$ cat config.mk
export PLATFORM = sky130hd
export DESIGN_NAME = x86_instruction_subset_decoder
export DESIGN_NICKNAME = d
export VERILOG_FILES = /design/src/rtl/x86sd_pkg.sv /design/src/rtl/x86_instruction_subset_decoder.sv /design/src/rtl/x86sd_collect.sv /design/src/rtl/x86sd_build.sv
export SDC_FILE = /design/constraint.sdc
export NUM_CORES = 1
export LEC_CHECK = 0
export ABC_CLOCK_PERIOD_IN_PS = 7900
export BUFFER_PORTS_ARGS = -buffer_cell sky130_fd_sc_hd__buf_2
export CORE_ASPECT_RATIO = 0.5
export CORE_MARGIN = 1.5
export CORE_UTILIZATION = 60
export CTS_CLUSTER_DIAMETER = 100
export DETAILED_ROUTE_END_ITERATION = 7
export PLACE_DENSITY_LB_ADDON = 0.12
export SYNTH_ARGS = -nofsm -noshare
export SYNTH_HDL_FRONTEND = slang
export SYNTH_SLANG_ARGS = --single-unit
$ cat constraint.sdc
create_clock -name clk -period 7.9 [get_ports clk]
set_input_delay 1.975 -clock clk [delete_from_list [all_inputs] [get_ports clk]]
set_output_delay 1.975 -clock clk [all_outputs]
set_load 0.02 [all_outputs]
$ cat src/rtl/x86sd_pkg.sv
package x86sd_pkg;

  localparam int unsigned AddrWidthDef = 32;
  localparam logic [3:0] NoReg = 4'd8;

  // Mnemonic codes
  localparam logic [3:0] MnAdd  = 4'd0;
  localparam logic [3:0] MnPush = 4'd4;
  localparam logic [3:0] MnPop  = 4'd5;
  localparam logic [3:0] MnTest = 4'd6;
  localparam logic [3:0] MnMov  = 4'd7;
  localparam logic [3:0] MnJe   = 4'd8;
  localparam logic [3:0] MnSub  = 4'd9;
  localparam logic [3:0] MnCall = 4'd10;
  localparam logic [3:0] MnNd   = 4'd11;
  localparam logic [3:0] MnErr  = 4'd12;

  // Operand kinds
  localparam logic [2:0] KNone = 3'd0;
  localparam logic [2:0] KReg  = 3'd1;
  localparam logic [2:0] KMem  = 3'd2;
  localparam logic [2:0] KImm  = 3'd3;
  localparam logic [2:0] KSeg  = 3'd4;
  localparam logic [2:0] KRel  = 3'd5;

  // Opcodes with special handling
  localparam logic [7:0] OpJe    = 8'h74;
  localparam logic [7:0] OpSubIb = 8'h83;
  localparam logic [7:0] OpTest  = 8'h85;
  localparam logic [7:0] OpMovEG = 8'h89;
  localparam logic [7:0] OpMovGE = 8'h8B;
  localparam logic [7:0] OpMovMo = 8'hA1;
  localparam logic [7:0] OpMovIv = 8'hC7;
  localparam logic [7:0] OpGrp5  = 8'hFF;
  localparam logic [7:0] OpTwoB  = 8'h0F;
  localparam logic [7:0] OpOpsz  = 8'h66;

  typedef enum logic [4:0] {
    PH_OPC   = 5'b00001,
    PH_MODRM = 5'b00010,
    PH_SIB   = 5'b00100,
    PH_DISP  = 5'b01000,
    PH_IMM   = 5'b10000
  } phase_t;

  // Collected instruction bytes handed to the record builder
  typedef struct packed {
    logic [7:0]  opcode;
    logic [7:0]  modrm;
    logic [7:0]  sib;
    logic [31:0] disp;
    logic [31:0] imm;
    logic [31:0] addr;
    logic [3:0]  len;
    logic        bad;
  } instr_t;

  typedef struct packed {
    logic [3:0]  mnemonic;
    logic        operand_width;
    logic [2:0]  first_kind;
    logic [2:0]  second_kind;
    logic [2:0]  reg_number;
    logic [3:0]  base_reg;
    logic [3:0]  index_reg;
    logic [1:0]  scale_log2;
    logic [31:0] displacement;
    logic [31:0] operand_value;
    logic [3:0]  instr_length;
  } rec_t;

  function automatic logic has_modrm(input logic [7:0] op);
    if (op < 8'h20) return op[2:0] <= 3'd3;
    return op == OpSubIb || op == OpTest || op == OpMovEG || op == OpMovGE ||
           op == OpMovIv || op == OpGrp5;
  endfunction

  function automatic logic [2:0] imm_size(input logic [7:0] op);
    if (op < 8'h20) begin
      if (op[2:0] == 3'd4) return 3'd1;
      if (op[2:0] == 3'd5) return 3'd4;
      return 3'd0;
    end
    if (op == OpJe || op == OpSubIb) return 3'd1;
    if (op == OpMovIv || op == OpMovMo) return 3'd4;
    return 3'd0;
  endfunction

  function automatic logic [2:0] disp_size(input logic [7:0] modrm, input logic [7:0] sib);
    if (modrm[7:6] == 2'd1) return 3'd1;
    if (modrm[7:6] == 2'd2) return 3'd4;
    if (modrm[7:6] == 2'd0) begin
      if (modrm[2:0] == 3'd5) return 3'd4;
      if (modrm[2:0] == 3'd4 && sib[2:0] == 3'd5) return 3'd4;
    end
    return 3'd0;
  endfunction

endpackage

$ cat src/rtl/x86_instruction_subset_decoder.sv
// Channel | Ports                                   | Accepted when
// input   | in_code_byte, in_instr_address          | in_valid && in_ready
// result  | out_mnemonic ... out_instr_length       | out_valid && out_ready
//
// One code byte is taken per cycle while in_ready is high; a record leaves in the
// cycle after the instruction's last byte is taken, from a single output register.
// in_ready is low only while a record is held and out_ready is low.
// Reset (synchronous, rst_n low) returns to expecting an opcode byte.
module x86_instruction_subset_decoder #(
  parameter int unsigned ADDR_WIDTH = x86sd_pkg::AddrWidthDef
) (
  input  logic        clk,
  input  logic        rst_n,
  input  logic        in_valid,
  output logic        in_ready,
  input  logic [7:0]  in_code_byte,
  input  logic [31:0] in_instr_address,
  output logic        out_valid,
  input  logic        out_ready,
  output logic [3:0]  out_mnemonic,
  output logic        out_operand_width,
  output logic [2:0]  out_first_kind,
  output logic [2:0]  out_second_kind,
  output logic [2:0]  out_reg_number,
  output logic [3:0]  out_base_reg,
  output logic [3:0]  out_index_reg,
  output logic [1:0]  out_scale_log2,
  output logic signed [31:0] out_displacement,
  output logic [31:0] out_operand_value,
  output logic [3:0]  out_instr_length
);
  import x86sd_pkg::*;

  logic   acc, done;
  instr_t instr;
  rec_t   rec, rec_r;
  logic   valid_r;

  assign in_ready = !valid_r || out_ready;
  assign acc = in_valid && in_ready;

  x86sd_collect u_collect (
    .clk(clk), .rst_n(rst_n), .byte_valid(acc),
    .code_byte(in_code_byte), .instr_address(in_instr_address),
    .done(done), .instr(instr)
  );

  x86sd_build #(.ADDR_WIDTH(ADDR_WIDTH)) u_build (.instr(instr), .rec(rec));

  // Output register for the finished record.
  always_ff @(posedge clk) begin
    if (!rst_n) begin
      valid_r <= 1'b0;
    end else if (in_ready) begin
      valid_r <= acc && done;
    end
  end

  always_ff @(posedge clk) begin
    if (acc && done) rec_r <= rec;
  end

  assign out_valid         = valid_r;
  assign out_mnemonic      = rec_r.mnemonic;
  assign out_operand_width = rec_r.operand_width;
  assign out_first_kind    = rec_r.first_kind;
  assign out_second_kind   = rec_r.second_kind;
  assign out_reg_number    = rec_r.reg_number;
  assign out_base_reg      = rec_r.base_reg;
  assign out_index_reg     = rec_r.index_reg;
  assign out_scale_log2    = rec_r.scale_log2;
  assign out_displacement  = rec_r.displacement;
  assign out_operand_value = rec_r.operand_value;
  assign out_instr_length  = rec_r.instr_length;

`ifndef SYNTHESIS
  a_hold: assert property (@(posedge clk) disable iff (!rst_n)
    out_valid && !out_ready |=> out_valid && $stable(out_mnemonic))
    else $error("record dropped while stalled");
  a_stall_ready: assert property (@(posedge clk) disable iff (!rst_n)
    out_valid && !out_ready |-> !in_ready) else $error("item taken while record blocked");
  a_emit: assert property (@(posedge clk) disable iff (!rst_n)
    acc && done |=> out_valid) else $error("finished item not shown");
`endif

endmodule

$ cat src/rtl/x86sd_collect.sv
module x86sd_collect (
  input  logic                clk,
  input  logic                rst_n,
  input  logic                byte_valid,
  input  logic [7:0]          code_byte,
  input  logic [31:0]         instr_address,
  output logic                done,
  output x86sd_pkg::instr_t   instr
);
  import x86sd_pkg::*;

  phase_t      phase_r, phase_nxt;
  logic [7:0]  op_r, op_nxt, modrm_r, modrm_nxt, sib_r, sib_nxt;
  logic [2:0]  cnt_r, cnt_nxt;
  logic [3:0]  len_r, len_nxt;
  logic [31:0] disp_r, disp_nxt, imm_r, imm_nxt, addr_r, addr_nxt;
  logic [2:0]  dsz, isz;
  logic        bad;
  logic [4:0]  sh;

  // Byte-serial collection of one instruction; done marks its last byte.
  always_comb begin
    phase_nxt = phase_r;
    op_nxt = op_r; modrm_nxt = modrm_r; sib_nxt = sib_r;
    cnt_nxt = cnt_r; len_nxt = len_r;
    disp_nxt = disp_r; imm_nxt = imm_r; addr_nxt = addr_r;
    done = 1'b0;
    bad = 1'b0;
    dsz = 3'd0;
    isz = 3'd0;
    sh = {cnt_r[1:0], 3'd0};
    if (byte_valid) begin
      case (phase_r)
        PH_OPC: begin
          addr_nxt = instr_address;
          op_nxt = code_byte;
          modrm_nxt = '0; sib_nxt = '0; disp_nxt = '0; imm_nxt = '0;
          len_nxt = 4'd1; cnt_nxt = 3'd0;
          isz = imm_size(code_byte);
          if (has_modrm(code_byte)) phase_nxt = PH_MODRM;
          else if (isz != 3'd0) phase_nxt = PH_IMM;
          else done = 1'b1;
        end
        PH_MODRM: begin
          len_nxt = len_r + 4'd1;
          modrm_nxt = code_byte;
          isz = imm_size(op_r);
          dsz = disp_size(code_byte, 8'd0);
          bad = (op_r == OpSubIb && code_byte[5:3] != 3'd5) ||
                (op_r == OpMovIv && code_byte[5:3] != 3'd0) ||
                (op_r == OpGrp5 && code_byte[5:3] != 3'd2);
          cnt_nxt = 3'd0;
          if (bad) done = 1'b1;
          else if (code_byte[7:6] != 2'd3 && code_byte[2:0] == 3'd4) phase_nxt = PH_SIB;
          else if (dsz != 3'd0) phase_nxt = PH_DISP;
          else if (isz != 3'd0) phase_nxt = PH_IMM;
          else done = 1'b1;
        end
        PH_SIB: begin
          len_nxt = len_r + 4'd1;
          sib_nxt = code_byte;
          isz = imm_size(op_r);
          dsz = disp_size(modrm_r, code_byte);
          cnt_nxt = 3'd0;
          if (dsz != 3'd0) phase_nxt = PH_DISP;
          else if (isz != 3'd0) phase_nxt = PH_IMM;
          else done = 1'b1;
        end
        PH_DISP: begin
          len_nxt = len_r + 4'd1;
          isz = imm_size(op_r);
          dsz = disp_size(modrm_r, sib_r);
          disp_nxt = disp_r | (32'(code_byte) << sh);
          cnt_nxt = cnt_r + 3'd1;
          if (cnt_nxt >= dsz) begin
            cnt_nxt = 3'd0;
            if (isz != 3'd0) phase_nxt = PH_IMM;
            else done = 1'b1;
          end
        end
        PH_IMM: begin
          len_nxt = len_r + 4'd1;
          isz = imm_size(op_r);
          imm_nxt = imm_r | (32'(code_byte) << sh);
          cnt_nxt = cnt_r + 3'd1;
          if (cnt_nxt >= isz) done = 1'b1;
        end
        default: phase_nxt = PH_OPC;
      endcase
      if (done) begin
        phase_nxt = PH_OPC;
        cnt_nxt = 3'd0;
      end
    end
  end

  // The record builder sees the bytes as they stand after this one.
  always_comb begin
    instr.opcode = op_nxt;
    instr.modrm  = modrm_nxt;
    instr.sib    = sib_nxt;
    instr.disp   = disp_nxt;
    instr.imm    = imm_nxt;
    instr.addr   = addr_nxt;
    instr.len    = len_nxt;
    instr.bad    = bad;
  end

  always_ff @(posedge clk) begin
    if (!rst_n) begin
      phase_r <= PH_OPC;
      op_r <= '0; modrm_r <= '0; sib_r <= '0;
      cnt_r <= '0; len_r <= '0;
      disp_r <= '0; imm_r <= '0; addr_r <= '0;
    end else begin
      phase_r <= phase_nxt;
      op_r <= op_nxt; modrm_r <= modrm_nxt; sib_r <= sib_nxt;
      cnt_r <= cnt_nxt; len_r <= len_nxt;
      disp_r <= disp_nxt; imm_r <= imm_nxt; addr_r <= addr_nxt;
    end
  end

`ifndef SYNTHESIS
  a_phase_onehot: assert property (@(posedge clk) disable iff (!rst_n) $onehot(phase_r))
    else $error("phase not one-hot");
  a_done_back_to_opc: assert property (@(posedge clk) disable iff (!rst_n)
    done |=> phase_r == PH_OPC) else $error("phase not back at opcode after done");
  a_len_range: assert property (@(posedge clk) disable iff (!rst_n)
    done |-> (instr.len >= 4'd1 && instr.len <= 4'd11)) else $error("length out of range");
`endif

endmodule

$ cat src/rtl/x86sd_build.sv
module x86sd_build #(
  parameter int unsigned ADDR_WIDTH = x86sd_pkg::AddrWidthDef
) (
  input  x86sd_pkg::instr_t instr,
  output x86sd_pkg::rec_t   rec
);
  import x86sd_pkg::*;

  localparam int unsigned TW = (ADDR_WIDTH > 33) ? ADDR_WIDTH : 33;

  logic [7:0]    op;
  logic [1:0]    md;
  logic [2:0]    rg, rm;
  logic [2:0]    dsz;
  logic [TW-1:0] tgt;
  logic [31:0]   ebx_disp;
  logic [2:0]    ekind;
  logic [3:0]    ebase, eidx;
  logic [1:0]    escale;

  assign op = instr.opcode;
  assign md = instr.modrm[7:6];
  assign rg = instr.modrm[5:3];
  assign rm = instr.modrm[2:0];

  // Effective-address part of the E operand.
  always_comb begin
    dsz = disp_size(instr.modrm, instr.sib);
    eidx = NoReg;
    escale = 2'd0;
    ebx_disp = '0;
    if (md == 2'd3) begin
      ekind = KReg;
      ebase = {1'b0, rm};
    end else begin
      ekind = KMem;
      if (rm == 3'd4) begin
        if (instr.sib[5:3] != 3'd4) begin
          eidx = {1'b0, instr.sib[5:3]};
          escale = instr.sib[7:6];
        end
        ebase = (md == 2'd0 && instr.sib[2:0] == 3'd5) ? NoReg : {1'b0, instr.sib[2:0]};
      end else if (md == 2'd0 && rm == 3'd5) begin
        ebase = NoReg;
      end else begin
        ebase = {1'b0, rm};
      end
      ebx_disp = (dsz == 3'd1) ? {{24{instr.disp[7]}}, instr.disp[7:0]} : instr.disp;
    end
  end

  // Short jump target, wrapped to the address width.
  always_comb begin
    tgt = TW'(instr.addr) + TW'(2) + TW'({{(TW-8){instr.imm[7]}}, instr.imm[7:0]});
    if (ADDR_WIDTH < TW) tgt = tgt & ((TW'(1) << ADDR_WIDTH) - TW'(1));
  end

  // Record assembly per opcode.
  always_comb begin
    rec = '0;
    rec.mnemonic = MnNd;
    rec.base_reg = NoReg;
    rec.index_reg = NoReg;
    rec.instr_length = instr.len;
    if (instr.bad) begin
      rec.mnemonic = MnErr;
    end else if (op < 8'h20) begin
      case (op[2:0])
        3'd0, 3'd1, 3'd2, 3'd3: begin
          rec.mnemonic = {1'b0, op[5:3]};
          rec.operand_width = op[0];
          rec.reg_number = rg;
          rec.base_reg = ebase; rec.index_reg = eidx;
          rec.scale_log2 = escale; rec.displacement = ebx_disp;
          if (op[1]) begin
            rec.first_kind = KReg; rec.second_kind = ekind;
          end else begin
            rec.first_kind = ekind; rec.second_kind = KReg;
          end
        end
        3'd4: begin
          rec.mnemonic = {1'b0, op[5:3]};
          rec.first_kind = KReg; rec.second_kind = KImm;
          rec.operand_value = {24'd0, instr.imm[7:0]};
        end
        3'd5: begin
          rec.mnemonic = {1'b0, op[5:3]}; rec.operand_width = 1'b1;
          rec.first_kind = KReg; rec.second_kind = KImm;
          rec.operand_value = instr.imm;
        end
        3'd6: begin
          rec.mnemonic = MnPush; rec.operand_width = 1'b1;
          rec.first_kind = KSeg; rec.reg_number = op[5:3];
        end
        default: begin
          if (op != OpTwoB) begin
            rec.mnemonic = MnPop; rec.operand_width = 1'b1;
            rec.first_kind = KSeg; rec.reg_number = op[5:3];
          end
        end
      endcase
    end else if (op[7:3] == 5'b01010) begin
      rec.mnemonic = MnPush; rec.operand_width = 1'b1;
      rec.first_kind = KReg; rec.reg_number = op[2:0];
    end else if (op == OpJe) begin
      rec.mnemonic = MnJe; rec.first_kind = KRel;
      rec.operand_value = tgt[31:0];
    end else if (op == OpSubIb) begin
      if (md == 2'd3) begin
        rec.mnemonic = MnSub; rec.operand_width = 1'b1;
        rec.first_kind = ekind; rec.base_reg = ebase;
        rec.second_kind = KImm;
        rec.operand_value = {{24{instr.imm[7]}}, instr.imm[7:0]};
      end
    end else if (op == OpTest || op == OpMovEG || op == OpMovGE) begin
      rec.mnemonic = (op == OpTest) ? MnTest : MnMov;
      rec.operand_width = 1'b1;
      rec.reg_number = rg;
      rec.base_reg = ebase; rec.index_reg = eidx;
      rec.scale_log2 = escale; rec.displacement = ebx_disp;
      if (op == OpMovGE) begin
        rec.first_kind = KReg; rec.second_kind = ekind;
      end else begin
        rec.first_kind = ekind; rec.second_kind = KReg;
      end
    end else if (op == OpMovMo) begin
      rec.mnemonic = MnMov; rec.operand_width = 1'b1;
      rec.first_kind = KReg; rec.second_kind = KMem;
      rec.displacement = instr.imm;
    end else if (op == OpMovIv) begin
      if (md <= 2'd1) begin
        rec.mnemonic = MnMov; rec.operand_width = 1'b1;
        rec.first_kind = ekind; rec.base_reg = ebase; rec.index_reg = eidx;
        rec.scale_log2 = escale; rec.displacement = ebx_disp;
        rec.second_kind = KImm; rec.operand_value = instr.imm;
      end
    end else if (op == OpGrp5) begin
      if (md == 2'd0 && rm == 3'd5) begin
        rec.mnemonic = MnCall; rec.operand_width = 1'b1;
        rec.first_kind = ekind; rec.base_reg = ebase; rec.index_reg = eidx;
        rec.scale_log2 = escale; rec.displacement = ebx_disp;
      end
    end else if (op != OpOpsz) begin
      rec.mnemonic = MnErr;
    end
  end

endmodule

# == After elaboration in Yosys (flattened, before gate mapping) ==
# Index checks and enable logic that the tools add are counted.
# totals
memories,0
wordCells,512
mem_bits_rw,0
latch_bits,0
output_inout_bits,94
ff_bits,225
mem_bits_ro,0
# classes
n_mux,367
n_reduce_logical,46
magnitude_cmp,7
n_shift,1
mul,0
add_sub_neg,4
div_mod_pow,0
bitwise,2
n_eq_ne,64
# ops
op,n
$mux W74,10
$mux W32,13
$mux W3,101
$mux W42,6
$pmux W32 S2,3
$mux W1,174
$eq A8 B8 Y1 const B,18
$mux W88,1
$mux W5,14
$mux W8,8
$or A32 B32 Y32,2
$mux W11,5
$mux W4,13
$mux W48,1
$eq A3 B3 Y1 const B,13
$mux W38,1
$add A32 B2 Y32 const B,1
$add A32 B32 Y32,1
$pmux W8 S2,2
$shl A8 B5 Y32,1
$pmux W3 S3,3
$pmux W5 S5,1
$eq A8 B7 Y1 const B,3
$lt A8 B6 Y1 const B,3
other kinds (43),93

# == Longest topological paths before layout ==
# Gate-level depths: netlist of the first run.
# depth
ltp_word,36
mapped_depth,21
ltp_nobuf,19

# == By module ==
# From an unflattened synthesis of the first run, not the netlist that was laid out.
# unflattened
hier_cells,1593
hier_area_um2,13150.1
# modules_own_cells
mod,instances,area_per_inst_um2,cells_per_inst
x86sd_collect,1,5718.0,752
x86sd_build,1,4598.2,743
x86_instruction_subset_decoder,1,2834.0,98

# == Worst setup path before layout of the first run ==
# No wires, ideal clock.
# synth_timing
path_kind,input to register
from,input port out_ready
to,"register rec_r (netlist bit out_operand_value[31]), data pin"
path_slack_ns,1.581
path_stages,19
arrival_ns,6.052
required_ns,7.633
setup_time_ns,0.267
path_cell_list,nand2b_2 > nand4_2 > buf_2 > buf_1 > clkbuf_1 > clkbuf_1 > nand2_1 > nand2_1 > ha_1 > fa_1 > a21o_1 > a221oi_1 > nor3_1 > o21ai_0 > a311oi_1 > a31oi_1 > a21oi_1 > a32oi_1 > o31ai_1
# synth_rtl
element,line_no,source
from (decl),x86_instruction_subset_decoder.sv:19,"input logic out_ready,"
to (signal assigned),x86_instruction_subset_decoder.sv:60,if (acc && done) rec_r <= rec;
to (decl),x86_instruction_subset_decoder.sv:36,"rec_t rec, rec_r;"

# == Final worst setup path of the first run ==
# layout_timing
from,input port out_ready
to,"register rec_r (netlist bit out_operand_value[31]), data pin"
# layout_via
elab_chain_len,20
elab_cells_between_ends,42
# layout_rtl
element,line_no,source
$logic_or A1 B1 Y1 (*),x86_instruction_subset_decoder.sv:39,assign in_ready = !valid_r || out_ready;
$logic_and A1 B1 Y1 (*),x86_instruction_subset_decoder.sv:40,assign acc = in_valid && in_ready;
branches (longest 18 deep; another with $add A32 B2 Y32),n/a,
# Mark *: on every way between the ends. The select of a mux whose other input is x is not followed.
# A chain may end at the register's enable or synchronous reset.

==> impl_metrics.env, run 1 <==
export IMPL_core_area_sq_um=20650
export IMPL_cts_inserted_buffers=21
export IMPL_routed_wl_um=36340
export IMPL_final_cell_mix="176 x nand2_1, 169 x nor2_1, 136 x buf_2"
export IMPL_finalHoldViolations=0
export IMPL_final_common_cell="nand2_1"
export IMPL_cts_setup_buffers=0
export IMPL_synth_edf_count=91
export IMPL_timing_critical_path_from="out_ready"
export IMPL_reg2regPathDepth=19
export IMPL_syn_inst=1440
export IMPL_rsz0062_at_grt="no"
export IMPL_gp_congestion=0.9618
export IMPL_setup_viol=0
export IMPL_slew_viol_final=0
export IMPL_grt_util_all_layers=0.3280
export IMPL_drt_iter0_markers=1358
export IMPL_area_sequential_sq_um=5395
export IMPL_cp_max_fo=8
export IMPL_fp_dieArea_sq_um=22080
export IMPL_cp_arrival_ns=6.62
export IMPL_drcViolationCount=0
export IMPL_startpoint_type="primary input"
export IMPL_period_needed_ns=6.350
export IMPL_clock_latency_ns=0.52
export IMPL_die_h_um=105.8
export IMPL_root_buffer="clkbuf_16"
export IMPL_drtAntennaViolNets=0
export IMPL_vias=11440
export IMPL_grt_pass1_vias=10790
export IMPL_ys_flop_type="dfxtp_1"
export IMPL_grt_max_degree=115
export IMPL_syn_area_sq_um=12690
export IMPL_r2r_end="out_operand_value[31]"
export IMPL_critPathCaptureType="flop"
export IMPL_cts_tree="yes"
export IMPL_p_total_mw=2.824
export IMPL_yosysSeqAreaShare=0.4252
export IMPL_finalCritPeriodShare=0.8039
export IMPL_whs_ns=0.4643
export IMPL_die_x_um=208.7
export IMPL_yosysWarnings=0
export IMPL_htreeDepth=1
export IMPL_tightest_slew_ns=1.191
export IMPL_fmax_ghz=0.1575
export IMPL_ys_ff_latch=224
export IMPL_fill_cells=1700
export IMPL_criticalPathCategory="in2reg"
export IMPL_worstHoldPathCells=2
export IMPL_cts_resized=0
export IMPL_max_vdd_ir_drop_mv=0.1360
export IMPL_cts_hold_buffers=0
export IMPL_antenna_found_initial=0
export IMPL_power_density_nw_per_um2=200.2
export IMPL_syn_num_nets=1552
export IMPL_grt_pass1_wl_um=57260
export IMPL_clk_pin_slew_ns=0.07
export IMPL_ios=138
export IMPL_io_buffers=136
export IMPL_ys_types=91
export IMPL_diodes=0
export IMPL_hold_start="u_collect.disp_r[31]"
export IMPL_syn_avg_cell_area_sq_um=8.811
export IMPL_hpwl_um=25010
export IMPL_clk_path_buf_depth=3
export IMPL_cts_sinks=224
export IMPL_wl_per_cell_um=20.03
export IMPL_r2r_slack_ns=2.52
export IMPL_fin_nets=1638
export IMPL_multiInputGateArea_sq_um=6860
export IMPL_drv_cap=0
export IMPL_initial_utilization=0.6145
export IMPL_rr_startpoint="u_collect.phase_r[1]"
export IMPL_drive_above_1_share=0.1493
export IMPL_clock_skew_ns=0.01586
export IMPL_whs_endpoint="u_collect.disp_r[31]"
export IMPL_p_leak_nw=5.997
export IMPL_cp_required_ns=8.17
export IMPL_vias_per_cell=6.304
export IMPL_row_count=37
export IMPL_min_path_type="reg2reg"
export IMPL_slew_headroom=0.1999
export IMPL_dr_pass1_iters=6
export IMPL_area_delta_synth_final_pct=11.20
export IMPL_tns_ns=0
export IMPL_overflow=0
export IMPL_async_flop_share=0
export IMPL_outcome="complete, no violations"
power by group:
group,leakage [nW],internal [mW],total (mW),switching [mW]
Sequential,1.97,1.28,1.31,0.0287
Clock,0.332,0.552,1.01,0.460
Combinational,3.69,0.147,0.503,0.356
Total,6.00,1.98,2.82,0.845
worst max-delay path by stage:
stage,end,slack [ns],cells past startpoint
6_report,out_operand_value[31],1.55,20
5_1_grt,out_operand_value[31],1.20,20
4_1_cts,out_operand_value[31],1.63,20
3_5_place_dp,out_operand_value[31],1.12,20
3_3_place_gp,out_operand_value[31],1.30,20
2_1_floorplan,out_operand_value[31],1.58,19
critical path, stage by stage:
cell,delay (ns)
buf_2,0.07
nand2b_2,0.19
nand4_1,0.33
nor3_2,0.49
a21oi_1,0.14
nor2_1,0.31
inv_1,0.10
ha_1,0.29
inv_1,0.04
ha_1,0.22
fa_1,0.40
a21o_1,0.22
a221oi_1,0.48
nor3_1,0.14
o21ai_0,0.27
a311oi_1,0.24
a31oi_1,0.29
a21oi_1,0.13
a32oi_1,0.20
o31ai_1,0.09
final cells by class:
cell class / instances / share of cell area
clock buffers: 28 / 0.04079
clock inverters: 10 / 0.005941
inverters: 16 / 0.004256
multi-input cells: 1112 / 0.4862
flip-flops and latches: 224 / 0.3824
well taps: 273 / 0.02421
repair buffers: 151 / 0.05622
logic make-up after synthesis:
logic type / after synthesis / synth area share
buffers and inverters: 104 / 0.03570
flip-flops: 224 / 0.4252
AO/OA/AOI/OAI: 388 / 0.2008
XOR/XNOR: 31 / 0.02140
multiplexers: 14 / 0.01144
AND/OR/NAND/NOR: 610 / 0.2376
other: 1 / 0.0002955
adder cells (fa/ha/maj): 68 / 0.06765
synthesized netlist by cell type, types with 9 or more instances:
| library cell | count | area, sq um |
|---|---|---|
| clkbuf_1 | 58 | 217.7 |
| buf_2 | 14 | 70.07 |
| xor2_1 | 11 | 96.34 |
| a22oi_1 | 54 | 405.4 |
| nor2b_1 | 41 | 256.5 |
| nor2_1 | 170 | 638.1 |
| inv_1 | 16 | 60.06 |
| xnor2_1 | 20 | 175.2 |
| nand2_1 | 176 | 660.6 |
| nor3_1 | 22 | 110.1 |
| mux2i_1 | 10 | 100.1 |
| a31oi_1 | 11 | 68.82 |
| o21ai_0 | 67 | 335.3 |
| a21o_1 | 26 | 195.2 |
| nand2b_1 | 11 | 68.82 |
| a211oi_1 | 9 | 67.56 |
| dfxtp_1 | 133 | 2663 |
| a21oi_1 | 128 | 640.6 |
| buf_1 | 9 | 33.78 |
| ha_1 | 67 | 838.3 |
| edfxtp_1 | 91 | 2733 |
| and3_1 | 10 | 62.56 |
| nand3_1 | 33 | 165.2 |
| and2_1 | 83 | 519.3 |
metal layers:
metal | global-route usage | routed length [um] | vias to the layer above
li1 | - | - | 5350
met1 | 0.4646 | 16050 | 5457
met2 | 0.5088 | 16000 | 552
met3 | 0.06704 | 3392 | 77
met4 | 0.09420 | 888 | 0
met5 | 0 | 0 | -
metrics by stage:
step                instances  setup slack [ns]  instance area [sq um]  utilization
global placement         1776             1.304                  13450       0.6514
detailed placement       1776             1.121                  13450       0.6514
CTS                      1814             1.626                  14110       0.6834
finish                   1814             1.550                  14110       0.6834
floorplan                1440             1.581                  12690            -
global route             1814             1.203                  14110       0.6834
Note: power is estimated with default switching activity, not from simulation.
==> inputs of run 2 (changes only) <==
ABC_AREA = 1   (was not set)
ABC_CLOCK_PERIOD_IN_PS = 5700   (was 7900)
CORE_UTILIZATION = 55   (was 60)
clock period = 5.7 ns   (was 7.9 ns; I/O delays follow)
==> impl_metrics.env, run 2 <==
export IMPL_drtAntennaViolNets=0
export IMPL_drv_cap=0
export IMPL_io_buffers=136
export IMPL_htreeDepth=1
export IMPL_slew_viol_final=0
export IMPL_cts_resized=0
export IMPL_synth_simple_area_share=0.3193
export IMPL_ys_types=56
export IMPL_ys_flop_type="dfxtp_1"
export IMPL_r2r_slack_ns=1.35
export IMPL_setup_viol=0
export IMPL_fill_cells=2459
export IMPL_grt_util_all_layers=0.3168
export IMPL_crit_family="simple AND/OR/NAND/NOR gates"
export IMPL_synth_edf_count=91
export IMPL_cts_setup_buffers=0
export IMPL_cts_tree="yes"
export IMPL_power_density_nw_per_um2=282.4
export IMPL_ios=138
export IMPL_cpMostUsedCell="nand2_1"
export IMPL_period_needed_ns=4.833
export IMPL_die_h_um=118.3
export IMPL_clk_pin_slew_ns=0.07
export IMPL_finalHoldViolations=0
export IMPL_max_vdd_ir_drop_mv=0.2372
export IMPL_grt_pass1_vias=12820
export IMPL_async_flop_share=0
export IMPL_synth_area_mux_share=0.0006847
export IMPL_worst_path_buf_inv=5
export IMPL_fp_dieArea_sq_um=27630
export IMPL_vias=14280
export IMPL_outcome="complete, no violations"
export IMPL_synthXorXnorAreaFrac=0.008987
export IMPL_critPathCaptureType="flop"
export IMPL_drt_iter0_markers=1491
export IMPL_yosysWarnings=0
export IMPL_tightest_slew_ns=0.9197
export IMPL_min_path_type="reg2reg"
export IMPL_drcViolationCount=0
export IMPL_cts_hold_buffers=0
export IMPL_syn_inst=2090
export IMPL_max_stage_delay_ns=0.46
export IMPL_route_met2_wl_um=18360
export IMPL_fin_nets=2299
export IMPL_slew_headroom=0.3851
export IMPL_highest_layer="met4"
export IMPL_yosysTopAreaCell="edfxtp_1"
export IMPL_clock_latency_ns=0.54
export IMPL_syn_area_sq_um=14620
export IMPL_clock_skew_ns=0.01359
export IMPL_synth_compound_area_frac=0.1269
export IMPL_startpoint_type="primary input"
export IMPL_cts_inserted_buffers=22
export IMPL_routed_wl_um=43930
export IMPL_placed_cells=2507
export IMPL_final_cell_mix="441 x nand2_1, 300 x inv_1, 286 x nor2_1"
export IMPL_synth_top_family_by_area="simple AND/OR/NAND/NOR gates"
export IMPL_root_buffer="clkbuf_16"
export IMPL_gp_congestion=0.9688
export IMPL_row_count=41
export IMPL_antenna_found_initial=0
export IMPL_drive_above_1_share=0.1439
export IMPL_overflow=0
export IMPL_critPathSlowestCell="or2_2"
export IMPL_clk_path_buf_depth=3
export IMPL_core_area_sq_um=25650
export IMPL_synth_most_common_cell="nand2_1"
export IMPL_synth_fa_ha_area_frac=0.05871
export IMPL_finalCritPeriodShare=0.8478
export IMPL_synth_top_area_frac=0.1869
export IMPL_rsz0062_at_grt="no"
export IMPL_syn_num_nets=2202
export IMPL_fmax_ghz=0.2069
export IMPL_final_common_cell="nand2_1"
export IMPL_syn_avg_cell_area_sq_um=6.995
export IMPL_criticalPathCategory="in2reg"
export IMPL_ys_ff_latch=224
export IMPL_tns_ns=0
export IMPL_diodes=0
export IMPL_p_total_mw=4.558
export IMPL_die_x_um=233.6
export IMPL_area_sequential_sq_um=5395
export IMPL_cts_sinks=224
export IMPL_utilization=0.6293
export IMPL_initial_utilization=0.5700
export IMPL_wl_met1_um=20180
export IMPL_cp_arrival_ns=5.11
export IMPL_route_met3_wl_um=4302
export IMPL_cp_required_ns=5.98
export IMPL_vias_per_cell=5.607
export IMPL_synth_common_cells="441 x nand2_1, 302 x inv_1, 286 x nor2_1"
export IMPL_multiInputGateArea_sq_um=7533
export IMPL_synthTopCellsByArea="edfxtp_1 19%, dfxtp_1 18%, nand2_1 11%"
export IMPL_cp_max_fo=21
export IMPL_yosysSeqAreaShare=0.3691
export IMPL_layout_cells_non_filler=2547
export IMPL_grt_max_degree=84
export IMPL_hpwl_um=32360
export IMPL_p_leak_nw=7.385
export IMPL_wl_per_cell_um=17.25
export IMPL_grt_pass1_wl_um=69590
export IMPL_area_delta_synth_final_pct=10.41
export IMPL_dr_pass1_iters=6
[run 2: metal layers]
layer / vias up / GRT usage
met5: - / 0
met4: 0 / 0.07412
met3: 87 / 0.06226
met2: 671 / 0.4700
met1: 6574 / 0.4694
li1: 6950 / -
[run 2: final timing paths]
path,from,end,cells after the start
setup / recovery,out_ready,out_operand_value[29],25
hold / removal,u_collect.cnt_r[2],u_collect.cnt_r[2],2
setup reg to reg,u_collect.phase_r[2],out_operand_value[22],19
hold reg to reg,u_collect.cnt_r[2],u_collect.cnt_r[2],2
[run 2: metrics by stage]
stage | worst slack [ns] | instance area [sq um] | hold WS, ns
CTS | 0.9548 | 16140 | 0.4926
floorplan | 0.8414 | 14620 | 0.4571
global placement | 0.4990 | 15450 | 0.4737
finish | 0.8674 | 16140 | 0.4910
detailed placement | 0.4236 | 15450 | 0.4820
global route | 0.5218 | 16140 | 0.5082
[run 2: cells by family (layout without fill, tap and decap cells)]
logic type,Yosys count,after routing
and+or+nand+nor,1036,1036
buffers and inverters,406,519
AOI/OAI and AO/OA,339,339
DFF,224,224
adders and majority gates,68,68
xor gates and xnor gates,15,15
other,1,1
muxes,1,1
[run 2: report_power, final]
group	internal (mW)	total [mW]	switching (mW)
clock	0.795	1.47	0.671
combinational	0.357	1.23	0.875
sequential	1.81	1.86	0.0449
total	2.97	4.56	1.59
[run 2: worst register-to-register path, delay by kind of cell, from the launching register on]
kind	cells	cell delay, ns
fa+ha+maj	2	0.60
xor+xnor	1	0.31
compound gates	5	0.87
buf+inv	3	0.74
simple gates	8	1.22
flops	1	0.35
[run 2: final cells by class]
class / count / share of cell area
multi-input cells: 1460 / 0.4667
flip-flops and latches: 224 / 0.3343
inverters: 322 / 0.07597
repair buffers: 157 / 0.05349
clock buffers: 26 / 0.03698
well taps: 344 / 0.02667
clock inverters: 14 / 0.005891
==> inputs of run 3 (changes only) <==
ABC_AREA = 0   (was 1)
ABC_CLOCK_PERIOD_IN_PS = 4800   (was 5700)
CORE_UTILIZATION = 60   (was 55)
clock period = 4.8 ns   (was 5.7 ns; I/O delays follow)
==> impl_metrics.env, run 3 (synthesis gave the netlist of run 1 again) <==
export IMPL_whs_endpoint="u_collect.disp_r[9]"
export IMPL_fp_dieArea_sq_um=22080
export IMPL_cp_required_ns=5.06
export IMPL_whs_ns=0.4710
export IMPL_cts_inserted_buffers=21
export IMPL_antenna_found_initial=1
export IMPL_cp_arrival_ns=4.84
export IMPL_fin_nets=1745
export IMPL_tightest_slew_ns=1.281
export IMPL_rr_startpoint="u_collect.phase_r[1]"
export IMPL_hpwl_um=27810
export IMPL_r2r_slack_ns=0.29
export IMPL_wl_per_cell_um=20.11
export IMPL_layout_cells_non_filler=1920
export IMPL_dr_pass1_iters=6
export IMPL_grt_pass1_vias=11180
export IMPL_finalHoldViolations=0
export IMPL_startpoint_type="primary input"
export IMPL_hold_start="u_collect.disp_r[9]"
export IMPL_ios=138
export IMPL_r2r_end="out_operand_value[30]"
export IMPL_p_leak_nw=6.523
export IMPL_drv_cap=0
export IMPL_cts_sinks=224
export IMPL_grt_util_all_layers=0.3455
export IMPL_drtAntennaViolNets=0
export IMPL_slew_viol_final=0
export IMPL_vias_per_cell=6.151
export IMPL_initial_utilization=0.6145
export IMPL_core_area_sq_um=20650
export IMPL_grt_pass1_wl_um=59920
export IMPL_fmax_ghz=0.2186
export IMPL_rsz0062_at_grt="no"
export IMPL_clock_latency_ns=0.53
export IMPL_worstHoldPathCells=2
export IMPL_overflow=0
export IMPL_setup_viol=0
export IMPL_tns_ns=0
export IMPL_drive_above_1_share=0.2083
export IMPL_setup_slack_ns=0.2244
export IMPL_power_density_nw_per_um2=314.1
export IMPL_final_common_cell="nand2_1"
export IMPL_min_path_type="reg2reg"
export IMPL_drt_iter0_markers=1598
export IMPL_criticalPathCategory="in2reg"
export IMPL_cp_max_fo=6
export IMPL_reg2regPathDepth=18
export IMPL_max_vdd_ir_drop_mv=0.2670
export IMPL_vias=11810
export IMPL_drcViolationCount=0
export IMPL_slew_headroom=0.1457
export IMPL_critPathCaptureType="flop"
export IMPL_placed_cells=1883
export IMPL_post_place_ws_ns=-0.2931
export IMPL_period_needed_ns=4.576
export IMPL_htreeDepth=1
export IMPL_row_count=37
export IMPL_finalCritPeriodShare=0.9532
export IMPL_clk_path_buf_depth=3
export IMPL_outcome="complete, no violations"
export IMPL_clock_skew_ns=0.01553
export IMPL_cts_tree="yes"
export IMPL_final_cell_mix="176 x nand2_1, 168 x nor2_1, 136 x buf_2"
export IMPL_area_delta_synth_final_pct=17.91
export IMPL_die_x_um=208.7
export IMPL_die_h_um=105.8
export IMPL_routed_wl_um=38620
export IMPL_io_buffers=136
export IMPL_root_buffer="clkbuf_16"
export IMPL_clk_pin_slew_ns=0.07
export IMPL_diodes=0
export IMPL_grt_max_degree=92
export IMPL_gp_congestion=0.9648
## run 3: worst max-delay path, cell delays in order
cell and delay, ns:
buf_2 0.08, nand2b_4 0.11, nand4_1 0.22, nor3_4 0.33
buf_4 0.21, a21oi_1 0.07, nor2_1 0.23, ha_1 0.30
ha_1 0.34, a21o_1 0.16, buf_4 0.12, nand3_1 0.10
a31o_2 0.25, a21oi_1 0.22, o21bai_1 0.14, o21ai_1 0.26
a311o_1 0.24, xnor2_1 0.16, a211oi_2 0.09
## run 3: how the worst max path moves through the flow
stage	slack [ns]	end	from	cells after the start
floorplan	-0.08	out_operand_value[31]	out_ready	21
global placement	-0.16	out_operand_value[31]	out_ready	20
detailed placement	-0.29	out_operand_value[31]	out_ready	20
CTS	0.24	out_operand_value[30]	out_ready	19
global route	0.03	out_operand_value[31]	out_ready	18
finish	0.22	out_operand_value[30]	out_ready	19
## run 3: cell type report
class | count | area (sq um)
Multi-Input combinational cell | 1112 | 6917
Inverter | 16 | 60.06
Clock inverter | 7 | 37.54
Tap cell | 273 | 341.6
Clock buffer | 30 | 600.6
Fill cell | 1586 | 5687
Sequential cell | 224 | 5395
Timing Repair Buffer | 258 | 1609
## run 3: metrics by stage
| step | util | cell area, sq um | power (mW) |
|---|---|---|---|
| after floorplan | - | 12780 | 2.778 |
| after global placement | 0.6934 | 14320 | 3.079 |
| after detailed placement | 0.6934 | 14320 | 3.099 |
| after CTS | 0.7243 | 14950 | 4.696 |
| after global routing | 0.7246 | 14960 | 4.863 |
| final | 0.7246 | 14960 | 4.700 |
## run 3: repair_timing
item	4_1_cts	5_1_grt
endpoints found under the setup margin	0	2
hold buffers	0	0
buffers inserted	0	0
resized for setup	0	1
## run 3: power breakdown
group / total (mW) / leakage [nW] / internal [mW] / switching [mW]
clock: 1.62 / 0.314 / 0.874 / 0.747
combinational: 0.922 / 4.23 / 0.308 / 0.614
sequential: 2.16 / 1.97 / 2.11 / 0.0481
total: 4.70 / 6.52 / 3.29 / 1.41
## run 3: metal layers
| layer | wire [um] | global-route usage | up-vias |
|---|---|---|---|
| li1 | - | - | 5562 |
| met1 | 16890 | 0.4996 | 5609 |
| met2 | 17040 | 0.5327 | 580 |
| met3 | 4137 | 0.07300 | 56 |
| met4 | 542 | 0.07453 | 2 |
| met5 | 9 | 0 | - |
